--- src/sv/tdp_pkg.sv ---
`default_nettype none
// ----------------------------------------------------------------------------
// Trial division prime test: shared definitions
// Widths, constants and the control/status structs between the sequencer
// and the remainder unit.
// ----------------------------------------------------------------------------
package tdp_pkg;

	localparam int VALUE_WIDTH = 32;
	localparam int CAND_W      = 32;
	localparam int DIV_W       = VALUE_WIDTH / 2 + 1;
	localparam int SQ_W        = VALUE_WIDTH + 2;
	localparam int CNT_W       = $clog2(VALUE_WIDTH);

	localparam logic [VALUE_WIDTH-1:0] SMALLEST_PRIME = VALUE_WIDTH'(2);
	localparam logic [DIV_W-1:0]       FIRST_DIVISOR  = DIV_W'(3);
	localparam logic [SQ_W-1:0]        FIRST_SQUARE   = SQ_W'(9);
	localparam logic [SQ_W-1:0]        SQUARE_STEP    = SQ_W'(4);
	localparam logic [DIV_W-1:0]       DIVISOR_STEP   = DIV_W'(2);

	typedef struct packed {
		logic                   start;
		logic [VALUE_WIDTH-1:0] dividend;
		logic [DIV_W-1:0]       divisor;
	} div_req_t;

	typedef struct packed {
		logic done;
		logic zero;
	} div_rsp_t;

	function automatic logic [VALUE_WIDTH-1:0] cand_to_value(input logic [CAND_W-1:0] c);
		logic [CAND_W+VALUE_WIDTH-1:0] ext;
		ext = {{VALUE_WIDTH{1'b0}}, c};
		return ext[VALUE_WIDTH-1:0];
	endfunction

endpackage
`default_nettype wire

--- src/sv/tdp_cand_if.sv ---
`default_nettype none
// ----------------------------------------------------------------------------
// Candidate channel
// Valid/ready channel that carries the value under test.
// ----------------------------------------------------------------------------
interface tdp_cand_if import tdp_pkg::*; ();
	logic              valid;
	logic              ready;
	logic [CAND_W-1:0] candidate;

	modport source (output valid, output candidate, input ready);
	modport sink   (input valid, input candidate, output ready);
endinterface
`default_nettype wire

--- src/sv/tdp_res_if.sv ---
`default_nettype none
// ----------------------------------------------------------------------------
// Verdict channel
// Valid/ready channel that carries the primality flag.
// ----------------------------------------------------------------------------
interface tdp_res_if;
	logic valid;
	logic ready;
	logic is_prime;

	modport source (output valid, output is_prime, input ready);
	modport sink   (input valid, input is_prime, output ready);
endinterface
`default_nettype wire

--- src/sv/tdp_rem_unit.sv ---
`default_nettype none
// ----------------------------------------------------------------------------
// Remainder unit
// Restoring shift/subtract remainder, one dividend bit per cycle; reports
// whether the remainder is zero.
// ----------------------------------------------------------------------------
module tdp_rem_unit import tdp_pkg::*; (
	input  logic     clk,
	input  logic     arst_n,
	input  div_req_t req,
	output div_rsp_t rsp
);

	logic                   busy_q;
	logic                   done_q;
	logic                   zero_q;
	logic [CNT_W-1:0]       cnt_q;
	logic [VALUE_WIDTH-1:0] num_q;
	logic [DIV_W-1:0]       den_q;
	logic [DIV_W-1:0]       rem_q;
	logic [DIV_W:0]         shifted;
	logic [DIV_W-1:0]       rem_next;

	always_comb begin
		shifted  = {rem_q, num_q[VALUE_WIDTH-1]};
		rem_next = (shifted >= {1'b0, den_q}) ? DIV_W'(shifted - {1'b0, den_q})
		                                      : shifted[DIV_W-1:0];
	end

	always_ff @(posedge clk or negedge arst_n) begin
		if (!arst_n) begin
			busy_q <= 1'b0;
			done_q <= 1'b0;
			cnt_q  <= '0;
		end else begin
			done_q <= 1'b0;
			if (req.start) begin
				busy_q <= 1'b1;
				cnt_q  <= CNT_W'(VALUE_WIDTH - 1);
			end else if (busy_q) begin
				cnt_q <= cnt_q - 1'b1;
				if (cnt_q == '0) begin
					busy_q <= 1'b0;
					done_q <= 1'b1;
				end
			end
		end
	end

	always_ff @(posedge clk) begin
		if (req.start) begin
			num_q <= req.dividend;
			den_q <= req.divisor;
			rem_q <= '0;
		end else if (busy_q) begin
			num_q <= {num_q[VALUE_WIDTH-2:0], 1'b0};
			rem_q <= rem_next;
			if (cnt_q == '0) begin
				zero_q <= (rem_next == '0);
			end
		end
	end

	assign rsp.done = done_q;
	assign rsp.zero = zero_q;

endmodule
`default_nettype wire

--- src/sv/trial_division_prime_test_unit.sv ---
`default_nettype none
// ----------------------------------------------------------------------------
// Trial division prime test
// Tests odd divisors 3, 5, 7, ... against one candidate while d*d <= n,
// keeping d*d by adding 4d+4 per step; one shared remainder unit.
// ----------------------------------------------------------------------------
// Sequence: values below 2 and even values go from S_START straight to S_DONE;
//   odd values alternate S_CHECK and S_WAIT, one bit-serial remainder per
//   divisor tried, until one divides or d*d exceeds n, then go to S_DONE.
// Throughput: one candidate at a time; the next one is taken while the
//   previous verdict still waits in the output register.
// Reset: arst_n clears the sequencer and the output valid at once.
module trial_division_prime_test_unit import tdp_pkg::*; (
	input  logic clk,
	input  logic arst_n,
	tdp_cand_if.sink  cand,
	tdp_res_if.source verdict
);

	localparam logic [2:0] S_IDLE  = 3'd0;
	localparam logic [2:0] S_START = 3'd1;
	localparam logic [2:0] S_CHECK = 3'd2;
	localparam logic [2:0] S_WAIT  = 3'd3;
	localparam logic [2:0] S_DONE  = 3'd4;

	logic [2:0]             state_q;
	logic [VALUE_WIDTH-1:0] n_q;
	logic [DIV_W-1:0]       d_q;
	logic [SQ_W-1:0]        sq_q;
	logic                   prime_q;
	logic                   out_valid_q;
	logic                   res_q;
	logic                   past_bound;
	logic                   emit;
	div_req_t               div_req;
	div_rsp_t               div_rsp;

	assign past_bound = (sq_q > SQ_W'(n_q));
	assign emit       = (state_q == S_DONE) && (!out_valid_q || verdict.ready);

	assign div_req.start    = (state_q == S_CHECK) && !past_bound;
	assign div_req.dividend = n_q;
	assign div_req.divisor  = d_q;

	tdp_rem_unit u_rem (
		.clk    (clk),
		.arst_n (arst_n),
		.req    (div_req),
		.rsp    (div_rsp)
	);

	always_ff @(posedge clk or negedge arst_n) begin
		if (!arst_n) begin
			state_q <= S_IDLE;
			d_q     <= FIRST_DIVISOR;
			sq_q    <= FIRST_SQUARE;
			n_q     <= '0;
			prime_q <= 1'b0;
		end else begin
			case (state_q)
				S_IDLE: begin
					if (cand.valid) begin
						n_q     <= cand_to_value(cand.candidate);
						d_q     <= FIRST_DIVISOR;
						sq_q    <= FIRST_SQUARE;
						state_q <= S_START;
					end
				end
				S_START: begin
					if (n_q < SMALLEST_PRIME) begin
						prime_q <= 1'b0;
						state_q <= S_DONE;
					end else if (!n_q[0]) begin
						prime_q <= (n_q == SMALLEST_PRIME);
						state_q <= S_DONE;
					end else begin
						state_q <= S_CHECK;
					end
				end
				S_CHECK: begin
					if (past_bound) begin
						prime_q <= 1'b1;
						state_q <= S_DONE;
					end else begin
						state_q <= S_WAIT;
					end
				end
				S_WAIT: begin
					if (div_rsp.done) begin
						if (div_rsp.zero) begin
							prime_q <= 1'b0;
							state_q <= S_DONE;
						end else begin
							d_q     <= d_q + DIVISOR_STEP;
							sq_q    <= sq_q + SQ_W'({d_q, 2'b00}) + SQUARE_STEP;
							state_q <= S_CHECK;
						end
					end
				end
				S_DONE: begin
					if (emit) begin
						state_q <= S_IDLE;
					end
				end
				default: begin
					state_q <= S_IDLE;
				end
			endcase
		end
	end

	always_ff @(posedge clk or negedge arst_n) begin
		if (!arst_n) begin
			out_valid_q <= 1'b0;
		end else if (emit) begin
			out_valid_q <= 1'b1;
		end else if (verdict.ready) begin
			out_valid_q <= 1'b0;
		end
	end

	always_ff @(posedge clk) begin
		if (emit) begin
			res_q <= prime_q;
		end
	end

	assign cand.ready       = (state_q == S_IDLE);
	assign verdict.valid    = out_valid_q;
	assign verdict.is_prime = res_q;

	a_odd_divisor: assert property (@(posedge clk) disable iff (!arst_n)
		(state_q == S_CHECK || state_q == S_WAIT) |-> d_q[0])
		else $error("trial divisor is even");

	a_square_tracks: assert property (@(posedge clk) disable iff (!arst_n)
		(state_q == S_CHECK) |-> (sq_q == (SQ_W'(d_q) * SQ_W'(d_q))))
		else $error("square bound lost track of divisor");

	a_done_in_wait: assert property (@(posedge clk) disable iff (!arst_n)
		div_rsp.done |-> (state_q == S_WAIT))
		else $error("remainder done outside wait");

	a_accept_starts: assert property (@(posedge clk) disable iff (!arst_n)
		(cand.valid && cand.ready) |=> (state_q == S_START))
		else $error("accepted candidate did not start a test");

endmodule
`default_nettype wire
--- src/flat_wrapper.sv ---
// flat-port wrapper written by rule: the top's interface ports become plain ports
module trial_division_prime_test_unit_flat import tdp_pkg::*;
  (clk, arst_n, cand_valid, cand_candidate, cand_ready, verdict_valid, verdict_is_prime, verdict_ready);
  tdp_cand_if cand_i ();
  tdp_res_if verdict_i ();
  input  logic clk;
  input  logic arst_n;
  input wire logic [$bits(cand_i.valid)-1:0] cand_valid;
  input wire logic [$bits(cand_i.candidate)-1:0] cand_candidate;
  output wire logic [$bits(cand_i.ready)-1:0] cand_ready;
  output wire logic [$bits(verdict_i.valid)-1:0] verdict_valid;
  output wire logic [$bits(verdict_i.is_prime)-1:0] verdict_is_prime;
  input wire logic [$bits(verdict_i.ready)-1:0] verdict_ready;
  assign cand_i.valid = cand_valid;
  assign cand_i.candidate = cand_candidate;
  assign cand_ready = cand_i.ready;
  assign verdict_valid = verdict_i.valid;
  assign verdict_is_prime = verdict_i.is_prime;
  assign verdict_i.ready = verdict_ready;
  trial_division_prime_test_unit u_core (.clk(clk), .arst_n(arst_n), .cand(cand_i), .verdict(verdict_i));
endmodule
--- config.mk ---
export PLATFORM = sky130hd
export DESIGN_NAME = trial_division_prime_test_unit_flat
export DESIGN_NICKNAME = d
export VERILOG_FILES = /design/src/sv/tdp_pkg.sv /design/src/sv/tdp_cand_if.sv /design/src/sv/tdp_res_if.sv /design/src/sv/tdp_rem_unit.sv /design/src/sv/trial_division_prime_test_unit.sv /design/src/flat_wrapper.sv
export SDC_FILE = /design/constraint.sdc
export NUM_CORES = 1
export LEC_CHECK = 0
export BUFFER_PORTS_ARGS = -buffer_cell sky130_fd_sc_hd__buf_2
export CAP_MARGIN = 20
export CORE_MARGIN = 8
export CORE_UTILIZATION = 40
export CTS_BUF_LIST = sky130_fd_sc_hd__clkbuf_4 sky130_fd_sc_hd__clkbuf_8
export DETAILED_ROUTE_END_ITERATION = 10
export SYNTH_ARGS = -nofsm -noshare
export SYNTH_HDL_FRONTEND = slang
export SYNTH_HIERARCHICAL = 1
export SYNTH_SLANG_ARGS = --single-unit
export TNS_END_PERCENT = 100
--- constraint.sdc ---
create_clock -name clk -period 5.1 [get_ports clk]
set_input_delay 0.51 -clock clk [delete_from_list [all_inputs] [get_ports clk]]
set_output_delay 0.51 -clock clk [all_outputs]
set_load 0.05 [all_outputs]
==> impl_metrics.py, run 1 <==
metrics = {
    "pwr": {
        "vdd_ir_drop_max_uv": 371,
        "power_density_mw_per_mm2": 519,
        "power_leakage_nw": 4.90,
        "p_clk_share_pct": 17.3,
        "power_switching_mw": 2.20,
        "pwr-share-seq_pct": 39.3,
        "p_comb_share_pct": 43.4,
        "swShare_pct": 40.3,
        "intPower_mw": 3.25,
    },
    "cts": {
        "post-cts-setup-buffer-count": 0,
        "clock_path_buffers": 2,
        "root_buffer": "clkbuf_8",
        "htreeDepth": 4,
        "cts.sinks": 162,
        "ctsResizeCount": 0,
        "clk_latency_ns": 0.46,
        "cts.clk_slew.worst_paths_ns": 0.10,
        "cts_tree": "done",
        "postCtsHoldBufs": 0,
        "cts_made_buffers": 17,
    },
    "floorplanning": {
        "core_sq_mm": 0.0235,
        "ios": 39,
        "initial_core_util_pct": 40.8,
        "dieHeight_um": 171,
        "fp-row-count": 56,
        "dieWidth_um": 171,
        "dieArea_sq_mm": 0.0291,
    },
    "timing": {
        "maxSlewHeadroom_pct": 41.1,
        "setup_viol": 0,
        "fin_tns_setup_ns": 0,
        "grt_setup_unrepaired": "false",
        "slew_viol_final": 0,
        "period_share_pct": 71.1,
        "fmax_ghz": 0.276,
        "setup_ws_ns": 1.47,
        "min_period_ns": 3.63,
        "fin_skew_ns": 0.0244,
        "tightest_slew_ns": 0.883,
        "hold_viol": 0,
    },
    "routing": {
        "viasPerCell": 5.28,
        "vias": 6955,
        "drt-total-wl_mm": 21.6,
        "firstDrtPassIters": 5,
        "post-route-drc-count": 0,
        "final_antenna_net_count": 0,
        "drtIter0Drc": 486,
        "wl_per_cell_um": 16.4,
    },
    "synth": {
        "yosys_warnings": 6,
        "synthesis.area_sq_mm": 0.00957,
        "yosys-top-cells-area": "dfrtp_1, edfxtp_1, ha_1",
        "async_reset_ff_share_pct": 58.0,
        "syn-instance-count": 953,
        "synth_area_leader_cell": "dfrtp_1",
        "synth-seq-cells": 162,
        "synth_top_flop_cell": "dfrtp_1",
        "synth.avg_cell_area_sq_um": 10.0,
        "synth_cell_types": 73,
        "yosysSeqAreaShare_pct": 44.2,
        "yosys.area.top_type_share_pct": 23.5,
        "synth_edf_count": 51,
        "syn-num-nets": 1076,
    },
    "critical_path": {
        "worstPathCellList": "ha_1, ha_1, fa_1, a211oi_1, o211ai_1, a2111oi_0, o21a_1, o31a_2, nor3b_1, xnor2_1, nor2_1",
        "cp_slowest_cell": "a2111oi_0",
        "required_ns": 5.45,
        "end_kind": "register",
        "path_common_cell": "ha_1",
        "critPathBufInv": 0,
        "arrival_ns": 3.97,
        "critical_path.top_delay_family": "compound AO/OA/AOI/OAI gates",
        "critPathKind": "reg2reg",
        "slowest_delay_ns": 0.66,
        "start_kind": "register",
        "cp_max_fo": 10,
    },
    "grt": {
        "grt-ovfl-total": 0,
        "grt_pass1_wl_mm": 36.3,
        "grt_pass1_vias": 6941,
        "grt_max_degree": 60,
        "antenna_found_initial": 0,
        "grt.total_usage_pct": 15.6,
    },
    "finish": {
        "layout.nets": 1109,
        "areaGrowthSynthToFinish_pct": 9.62,
        "nFillCells": 2238,
        "drive_above_1_share_pct": 13.9,
        "finish.utilization_pct": 44.7,
        "diodes": 0,
    },
    "place": {
        "hpwl_mm": 15.9,
        "globalplace.congestion": 0.846,
        "io_buffer_count": 38,
        "post-place-ws_ns": 1.51,
    },
    "worst_hold_path": {
        "hold_class": "in2async",
    },
    "flow_run": {
        "drv_cap": 0,
    },
    "outcome": {
        "outcome": "complete, no violations",
    },
}
==> cell usage after synthesis, types with 17 or more instances <==
cell / instances
dfrtp_1: 90
nand2_1: 89
ha_1: 85
nor2_1: 69
inv_1: 67
o21ai_0: 56
edfxtp_1: 51
a21oi_1: 46
mux2_2: 32
xnor2_1: 31
a21o_1: 28
nand3_1: 22
clkbuf_1: 21
dfxtp_1: 17
nand4_1: 17
==> worst reg2reg max path, stage by stage, from the launching register on <==
cell       delay, ns
dfstp_2         0.59
ha_1            0.24
ha_1            0.24
fa_1            0.43
a211oi_1        0.36
o211ai_1        0.16
a2111oi_0       0.66
o21a_1          0.24
o31a_2          0.29
nor3b_1         0.10
xnor2_1         0.15
nor2_1          0.05
==> power by group through the flow <==
stage | Sequential (mW) | Combinational [mW] | Clock (mW)
after floorplan | 2.03 | 1.91 | 0
after CTS | 2.15 | 2.38 | 0.969
after global routing | 2.20 | 2.69 | 1.02
after detailed placement | 2.17 | 2.35 | 0
after global placement | 2.16 | 2.32 | 0
final | 2.14 | 2.36 | 0.942
==> stage by stage <==
step	area (sq um)	power (mW)	hold slack (ns)	instances
global route	10500	5.90	0.121	1318
global placement	10100	4.48	0.463	1285
finish	10500	5.45	0.0912	1318
detailed placement	10100	4.52	0.467	1285
floorplan	9570	3.94	0.214	953
CTS	10500	5.49	0.0957	1317
==> kinds of logic (layout without fill, tap and decap cells) <==
| group | Yosys count | after routing | share of synthesized area [%] |
|---|---|---|---|
| compound gates | 215 | 215 | 15.0 |
| xor+xnor | 46 | 46 | 4.21 |
| simple gates | 296 | 296 | 15.6 |
| buf+inv | 100 | 146 | 4.16 |
| fa+ha+maj | 87 | 87 | 11.5 |
| flops | 162 | 162 | 44.2 |
| mux | 47 | 47 | 5.33 |
==> layout by cell type, fill, tap and decap left out, types with 8 or more instances in the layout <==
cell      count
buf_4         8
o211ai_1      8
nor3_1       11
edfxtp_1     51
o21ai_0      56
a211oi_1     10
nand3_1      22
or3_1        12
inv_1        67
xnor2_1      31
mux2i_1      15
o21a_1       11
nor2_1       69
nand2b_1     13
nand4_1      17
nor4_1       14
mux2_2       32
xor2_1       15
and3_1        9
ha_1         85
clkbuf_8     17
buf_2        37
nand2_1      89
a22o_1       11
dfrtp_1      90
a21o_1       28
a21oi_1      46
dfxtp_1      17
==> layer usage <==
layer,global-route usage (%),routed length [um]
met1,22.1,11000
met2,24.7,9860
met3,2.51,653
met4,3.01,108
met5,0,0
==> cell type report <==
| cell class | instances | area, sq um | area share, % |
|---|---|---|---|
| tap | 319 | 399 | 3.80 |
| clock buffer | 17 | 234 | 2.23 |
| inverter | 68 | 255 | 2.43 |
| clock inverter | 15 | 159 | 1.51 |
| multi-input combinational | 691 | 4950 | 47.2 |
| sequential | 162 | 4230 | 40.3 |
| timing repair buffer | 46 | 265 | 2.53 |
==> state kept, by name, indices dropped and copies added, names as in the netlist, 3 cells and up <==
| signal | flops |
|---|---|
| u_core/n_q | 32 |
| u_core/sq_q | 33 |
| u_core/u_rem/den_q | 17 |
| u_core/u_rem/num_q | 32 |
| u_core/u_rem/cnt_q | 5 |
| u_core/u_rem/rem_q | 17 |
| u_core/d_q | 17 |
| u_core/state_q | 3 |
==> path summary, 6_finish.rpt <==
kind / from / to / depth (start not counted) / slack, ns
max in group asynchronous: arst_n / u_core/sq_q[8] / 2 / 3.95
worst min register to register: u_core/sq_q[3] / u_core/sq_q[3] / 2 / 0.48
worst max register to register: u_core/d_q[1] / u_core/sq_q[29] / 11 / 1.47
worst min-delay path: arst_n / u_core/n_q[28] / 1 / 0.09
min in group clk: cand_candidate[13] / u_core/n_q[13] / 3 / 0.25
worst max-delay path: u_core/d_q[1] / u_core/sq_q[29] / 11 / 1.47
(Power assumes the default switching activity.)
==> run 2, diff against run 1 <==
- clock period: 5.1 -> 3 ns (I/O delays scaled with it)
==> run 2 against run 1 <==
Effect of this change:
- the run now ends with negative setup slack left
- total power grew 88%
- register-to-register slack lost 1.5 ns
- critical endpoint is now u_core/sq_q[33]
- design area grew 12%
- combinational power grew 120%
- largest power group unchanged
- critical path type unchanged
==> impl_metrics.py, run 2 (synthesized netlist as in run 1, its figures left out) <==
metrics = {
    "timing": {
        "fin_tns_setup_ns": -0.734,
        "setup_ws_ns": -0.0550,
        "fin_skew_ns": 0.0158,
        "tightest_slew_ns": 0.699,
        "min_period_ns": 3.06,
        "grt_setup_unrepaired": "true",
        "whs_ns": 0.0336,
        "period_share_pct": 102,
        "setup_viol": 26,
        "maxSlewHeadroom_pct": 53.4,
        "fmax_ghz": 0.327,
        "hold_viol": 0,
        "slew_viol_final": 0,
    },
    "pwr": {
        "p_comb_share_pct": 50.2,
        "intPower_mw": 6.20,
        "power_switching_mw": 4.04,
        "swShare_pct": 39.5,
        "power_leakage_nw": 5.53,
        "power_density_mw_per_mm2": 872,
        "vdd_ir_drop_max_uv": 394,
        "pwr-share-seq_pct": 34.7,
        "p_clk_share_pct": 15.1,
    },
    "critical_path": {
        "critical_path.top_delay_family": "compound AO/OA/AOI/OAI gates",
        "critPathBufInv": 1,
        "start_kind": "register",
        "worstPathCellList": "ha_1, ha_1, o21ai_0, nor3_1, a2111oi_4, o21a_1, o31a_4, buf_4, or3_4, a21oi_2",
        "crit_path_start": "u_core/d_q[8]",
        "cp_slowest_cell": "dfrtp_1",
        "timing.rr.start": "u_core/d_q[8]",
        "path_common_cell": "ha_1",
        "ff2ff_path_depth": 10,
        "slowest_delay_ns": 0.44,
        "end_kind": "register",
        "required_ns": 3.39,
        "arrival_ns": 3.44,
        "r2r-end": "u_core/sq_q[33]",
        "cp_max_fo": 7,
        "endpoint": "u_core/sq_q[33]",
        "critPathKind": "reg2reg",
        "r2r_slack_ns": -0.06,
        "path_depth": 10,
    },
    "grt": {
        "grt.total_usage_pct": 16.3,
        "grt_pass1_wl_mm": 37.9,
        "grt_pass1_vias": 7270,
        "grt_max_degree": 89,
        "antenna_found_initial": 0,
        "grt-ovfl-total": 0,
    },
    "finish": {
        "drive_above_1_share_pct": 24.9,
        "final_cell_mix": "dfrtp_1, nand2_1, buf_4",
        "reg_top3": "u_core/sq_q (33), u_core/n_q (32), u_core/u_rem/num_q (32)",
        "diodes": 0,
        "instances_no_fill": 1415,
        "largest_reg_flops": 33,
        "areaGrowthSynthToFinish_pct": 22.6,
        "finish.utilization_pct": 50.0,
        "top_register": "u_core/sq_q",
        "layout.nets": 1206,
        "mostFrequentLayoutCell": "dfrtp_1",
    },
    "flow_run": {
        "drv_cap": 0,
    },
    "cts": {
        "cts_tree": "done",
        "clock_path_buffers": 2,
        "cts_made_buffers": 17,
        "htreeDepth": 4,
        "clk_latency_ns": 0.46,
        "cts.clk_slew.worst_paths_ns": 0.11,
        "root_buffer": "clkbuf_8",
        "cts.sinks": 162,
    },
    "place": {
        "io_buffer_count": 38,
        "hpwl_mm": 16.9,
        "dp.cells": 1358,
        "globalplace.congestion": 0.842,
    },
    "routing": {
        "vias": 7493,
        "final_antenna_net_count": 0,
        "drt-total-wl_mm": 24.0,
        "drtIter0Drc": 487,
        "wl_per_cell_um": 16.9,
        "viasPerCell": 5.30,
        "post-route-drc-count": 0,
        "firstDrtPassIters": 5,
    },
    "floorplanning": {
        "fp-row-count": 56,
        "core_sq_mm": 0.0235,
        "dieArea_sq_mm": 0.0291,
        "dieHeight_um": 171,
        "initial_core_util_pct": 40.8,
        "dieWidth_um": 171,
        "ios": 39,
    },
    "outcome": {
        "violations": "negative setup slack",
        "outcome": "finished with violations",
    },
    "worst_hold_path": {
        "hold_class": "in2reg",
    },
}
run 2: cell count changes in the layout (fill, tap and decap cells not counted), sizes merged:
cell,before,now
clkinvlp,0,2
clkinv,5,3
buf,46,136
dlygate4sd3,0,1
clkbuf,17,23
run 2: worst min path at each step:
stage                     slack [ns]                    end  cells past startpoint                from
after floorplan                0.004         u_core/d_q[10]                      0              arst_n
after global placement          0.35  u_core/u_rem/cnt_q[4]                      1              arst_n
after detailed placement        0.35   u_core/verdict.valid                      1              arst_n
after CTS                      0.009         u_core/n_q[10]                      3  cand_candidate[10]
after global routing           0.005          u_core/n_q[8]                      3   cand_candidate[8]
final                           0.03          u_core/n_q[8]                      3   cand_candidate[8]
run 2: layout make-up:
| class | instances | area [sq um] |
|---|---|---|
| inverters | 68 | 255 |
| multi-input cells | 691 | 5290 |
| clock buffers | 17 | 234 |
| clock inverters | 15 | 135 |
| flip-flops and latches | 162 | 4230 |
| well taps | 319 | 399 |
| fillers | 2164 | 11700 |
| repair buffers | 143 | 1190 |
run 2: what timing repair did:
action	CTS	global route
gates cloned	0	8
endpoints found under the setup margin	115	97
pin swaps	10	22
gates resized for setup	18	33
hold buffers	1	0
setup buffers	4	14
endpoints found under the hold margin	35	0
run 2: power groups by stage:
stage / sequential (mW) / clock (mW) / combinational, mW
after CTS: 3.56 / 1.60 / 4.81
final: 3.55 / 1.54 / 5.14
after floorplan: 3.46 / 0 / 3.34
after global placement: 3.58 / 0 / 4.58
after detailed placement: 3.59 / 0 / 4.63
after global routing: 3.63 / 1.68 / 5.69
run 2: routing by layer:
metal  global-route usage [%]  vias up  part of all wire [%]
li1                         -     3706                     -
met1                     23.1     3628                    49
met2                     25.5      136                    46
met3                     3.30       23                   3.8
met4                     3.39        0                   1.1
met5                        0        -                     0
run 2: through the flow:
step | total power [mW] | instance area (sq um) | setup slack (ns)
floorplan | 6.79 | 9660 | -0.150
global placement | 8.16 | 10800 | -0.305
detailed placement | 8.22 | 10800 | -0.319
CTS | 9.96 | 11300 | -0.0698
global route | 11.0 | 11700 | -0.184
finish | 10.2 | 11700 | -0.0550
run 2: worst register-to-register path: cells and delay by family (launching register included):
family / cells / cell delay, ns
AND/OR/NAND/NOR: 2 / 0.75
AO/OA/AOI/OAI: 5 / 1.00
adder cells (fa/ha/maj): 2 / 0.65
buffers and inverters: 1 / 0.15
flip-flops: 1 / 0.44
==> run 3, diff against run 2 <==
- ABC_AREA: unset -> 1
==> run 3 against run 2 <==
Effect of this change:
- the run now ends clean
- sequential power is 1% lower
- fmax grew 10%
- critical path type unchanged
- routed wire length increased by 9.2%
- clock power up 9.7%
- sequential share of layout area up 1.2 points
- critical path depth up 5
- first-iteration DRC count rose by 30%
==> impl_metrics.py, run 3 <==
metrics = {
    "outcome": {
        "outcome": "complete, no violations",
    },
    "critical_path": {
        "path_depth": 15,
        "critPathBufInv": 5,
        "arrival_ns": 2.98,
        "required_ns": 3.20,
        "slowest_delay_ns": 0.46,
        "ff2ff_path_depth": 15,
        "start_kind": "register",
        "critPathKind": "reg2reg",
        "critical_path.top_delay_family": "simple AND/OR/NAND/NOR gates",
        "r2r_slack_ns": 0.22,
        "end_kind": "register",
        "cp_slowest_cell": "dfrtp_1",
        "worstPathCellList": "ha_1, nand2_1, inv_1, nand3_1, nor2_1, nand3_1, nand3_1, nand2_1, inv_1, nand2_1, nand2_1, inv_2, nor2_1, clkinvlp_4, buf_12",
        "path_common_cell": "nand2_1",
        "cp_max_fo": 31,
    },
    "routing": {
        "vias": 8692,
        "drtIter0Drc": 635,
        "wl_per_cell_um": 15.1,
        "viasPerCell": 5.03,
        "final_antenna_net_count": 0,
        "post-route-drc-count": 0,
        "drt-total-wl_mm": 26.2,
        "firstDrtPassIters": 5,
    },
    "cts": {
        "clk_latency_ns": 0.46,
        "cts_made_buffers": 17,
        "cts_tree": "done",
        "cts.sinks": 162,
        "clock_path_buffers": 2,
        "htreeDepth": 4,
        "root_buffer": "clkbuf_8",
        "post-cts-setup-buffer-count": 0,
        "cts.clk_slew.worst_paths_ns": 0.11,
    },
    "pwr": {
        "total_power_mw": 9.88,
        "pwr-share-seq_pct": 35.4,
        "swShare_pct": 45.7,
        "power_density_mw_per_mm2": 871,
        "vdd_ir_drop_max_uv": 476,
        "p_comb_share_pct": 47.5,
        "power_leakage_nw": 5.79,
        "p_clk_share_pct": 17.1,
        "power_switching_mw": 4.51,
        "intPower_mw": 5.37,
    },
    "floorplanning": {
        "initial_core_util_pct": 40.2,
        "core_sq_mm": 0.0257,
        "ios": 39,
        "fp-row-count": 59,
        "dieArea_sq_mm": 0.0312,
        "dieHeight_um": 177,
        "dieWidth_um": 177,
    },
    "synth": {
        "synth_cell_types": 53,
        "yosys.area.top_type_share_pct": 21.8,
        "syn-num-nets": 1457,
        "yosys-top-cells-count": "nand2_1, inv_1, nor2_1",
        "async_reset_ff_share_pct": 58.0,
        "synthesis.area_sq_mm": 0.0103,
        "synth-seq-cells": 162,
        "yosys-top-cells-area": "dfrtp_1, nand2_1, edfxtp_1",
        "yosys_warnings": 6,
        "synth_top_flop_cell": "dfrtp_1",
        "yosysSeqAreaShare_pct": 40.9,
        "synth_area_leader_cell": "dfrtp_1",
        "synth_most_common_cell": "nand2_1",
        "synth_edf_count": 51,
        "synth.avg_cell_area_sq_um": 7.75,
        "syn-instance-count": 1334,
    },
    "timing": {
        "tightest_slew_ns": 0.578,
        "fin_skew_ns": 0.0184,
        "setup_viol": 0,
        "slew_viol_final": 0,
        "setup_ws_ns": 0.225,
        "grt_setup_unrepaired": "true",
        "hold_viol": 0,
        "maxSlewHeadroom_pct": 61.4,
        "period_share_pct": 92.5,
        "fmax_ghz": 0.360,
        "min_period_ns": 2.78,
    },
    "finish": {
        "stdcell_area_sq_mm": 0.0114,
        "nFillCells": 2610,
        "diodes": 0,
        "top_register": "u_core/sq_q",
        "drive_above_1_share_pct": 9.91,
        "mostFrequentLayoutCell": "nand2_1",
        "reg_top3": "u_core/sq_q (33), u_core/n_q (32), u_core/u_rem/num_q (32)",
        "final_cell_mix": "nand2_1, inv_1, nor2_1",
        "largest_reg_flops": 33,
        "layout.nets": 1503,
        "areaGrowthSynthToFinish_pct": 9.84,
    },
    "place": {
        "io_buffer_count": 38,
        "post_dp_cell_area_sq_mm": 0.0109,
        "post-place-ws_ns": 0.136,
        "globalplace.congestion": 0.902,
        "hpwl_mm": 20.2,
    },
    "grt": {
        "grt-ovfl-total": 0,
        "grt_pass1_wl_mm": 43.0,
        "grt.total_usage_pct": 17.1,
        "antenna_found_initial": 0,
        "grt_max_degree": 64,
        "grt_pass1_vias": 8443,
    },
    "flow_run": {
        "drv_cap": 0,
    },
    "worst_hold_path": {
        "hold_class": "in2reg",
        "worstHoldPathCells": 3,
    },
}
[run 3: layout make-up]
class / instances / area [sq um] / share of cell area, %
sequential: 162 / 4230 / 37.3
inverter: 165 / 626 / 5.51
timing repair buffer: 54 / 359 / 3.16
tap: 335 / 419 / 3.69
clock buffer: 18 / 241 / 2.13
multi-input combinational: 980 / 5310 / 46.8
clock inverter: 14 / 165 / 1.45
[run 3: logic make-up after synthesis]
group,Yosys count,synth area share [%]
AO/OA/AOI/OAI,194,10.5
XOR/XNOR,18,1.53
adder cells (fa/ha/maj),87,10.7
buffers and inverters,192,7.70
flip-flops,162,40.9
AND/OR/NAND/NOR,681,28.7
[run 3: worst reg2reg max path: cells and delay by family, from the launching register on]
kind | cells | cell delay (ns)
and+or+nand+nor | 9 | 1.00
adders and majority gates | 1 | 0.31
DFF | 1 | 0.46
buffers and inverters | 5 | 0.74
[run 3: final timing paths]
| kind | start | end |
|---|---|---|
| worst max-delay path | u_core/sq_q[28] | u_core/u_rem/num_q[16] |
| max in group asynchronous | arst_n | u_core/d_q[1] |
| worst max register to register | u_core/sq_q[28] | u_core/u_rem/num_q[16] |
| worst min register to register | u_core/prime_q | u_core/verdict.is_prime |
| min in group asynchronous | arst_n | u_core/n_q[20] |
| worst min-delay path | cand_candidate[20] | u_core/n_q[20] |
[run 3: through the flow]
stage,hold slack (ns),instances,utilization [%],setup TNS (ns)
final,0.0391,1728,44.2,0
after global routing,0.0159,1728,44.2,-0.0106
after CTS,0.000188,1728,44.2,0
after detailed placement,0.341,1694,42.5,0
after global placement,0.338,1694,42.5,0
after floorplan,0.00441,1334,-,0
[run 3: per-layer routing]
layer	part of all wire (%)	GRT usage, %	vias up
li1	-	-	4477
met1	47	22.0	4046
met2	49	29.3	142
met3	2.8	2.79	27
met4	1.5	4.52	0
met5	0	0	-
[run 3: what timing repair did]
action	4_1_cts	5_1_grt
hold endpoints to repair	40	0
hold buffers	2	0
setup endpoints to repair	0	17
resized for setup	0	2
[run 3: power groups by stage]
| stage | sequential (mW) | clock (mW) | combinational [mW] |
|---|---|---|---|
| CTS | 3.50 | 1.75 | 4.74 |
| finish | 3.50 | 1.69 | 4.69 |
| global route | 3.59 | 1.84 | 5.35 |
| global placement | 3.53 | 0 | 4.66 |
| detailed placement | 3.54 | 0 | 4.71 |
| floorplan | 3.47 | 0 | 3.58 |
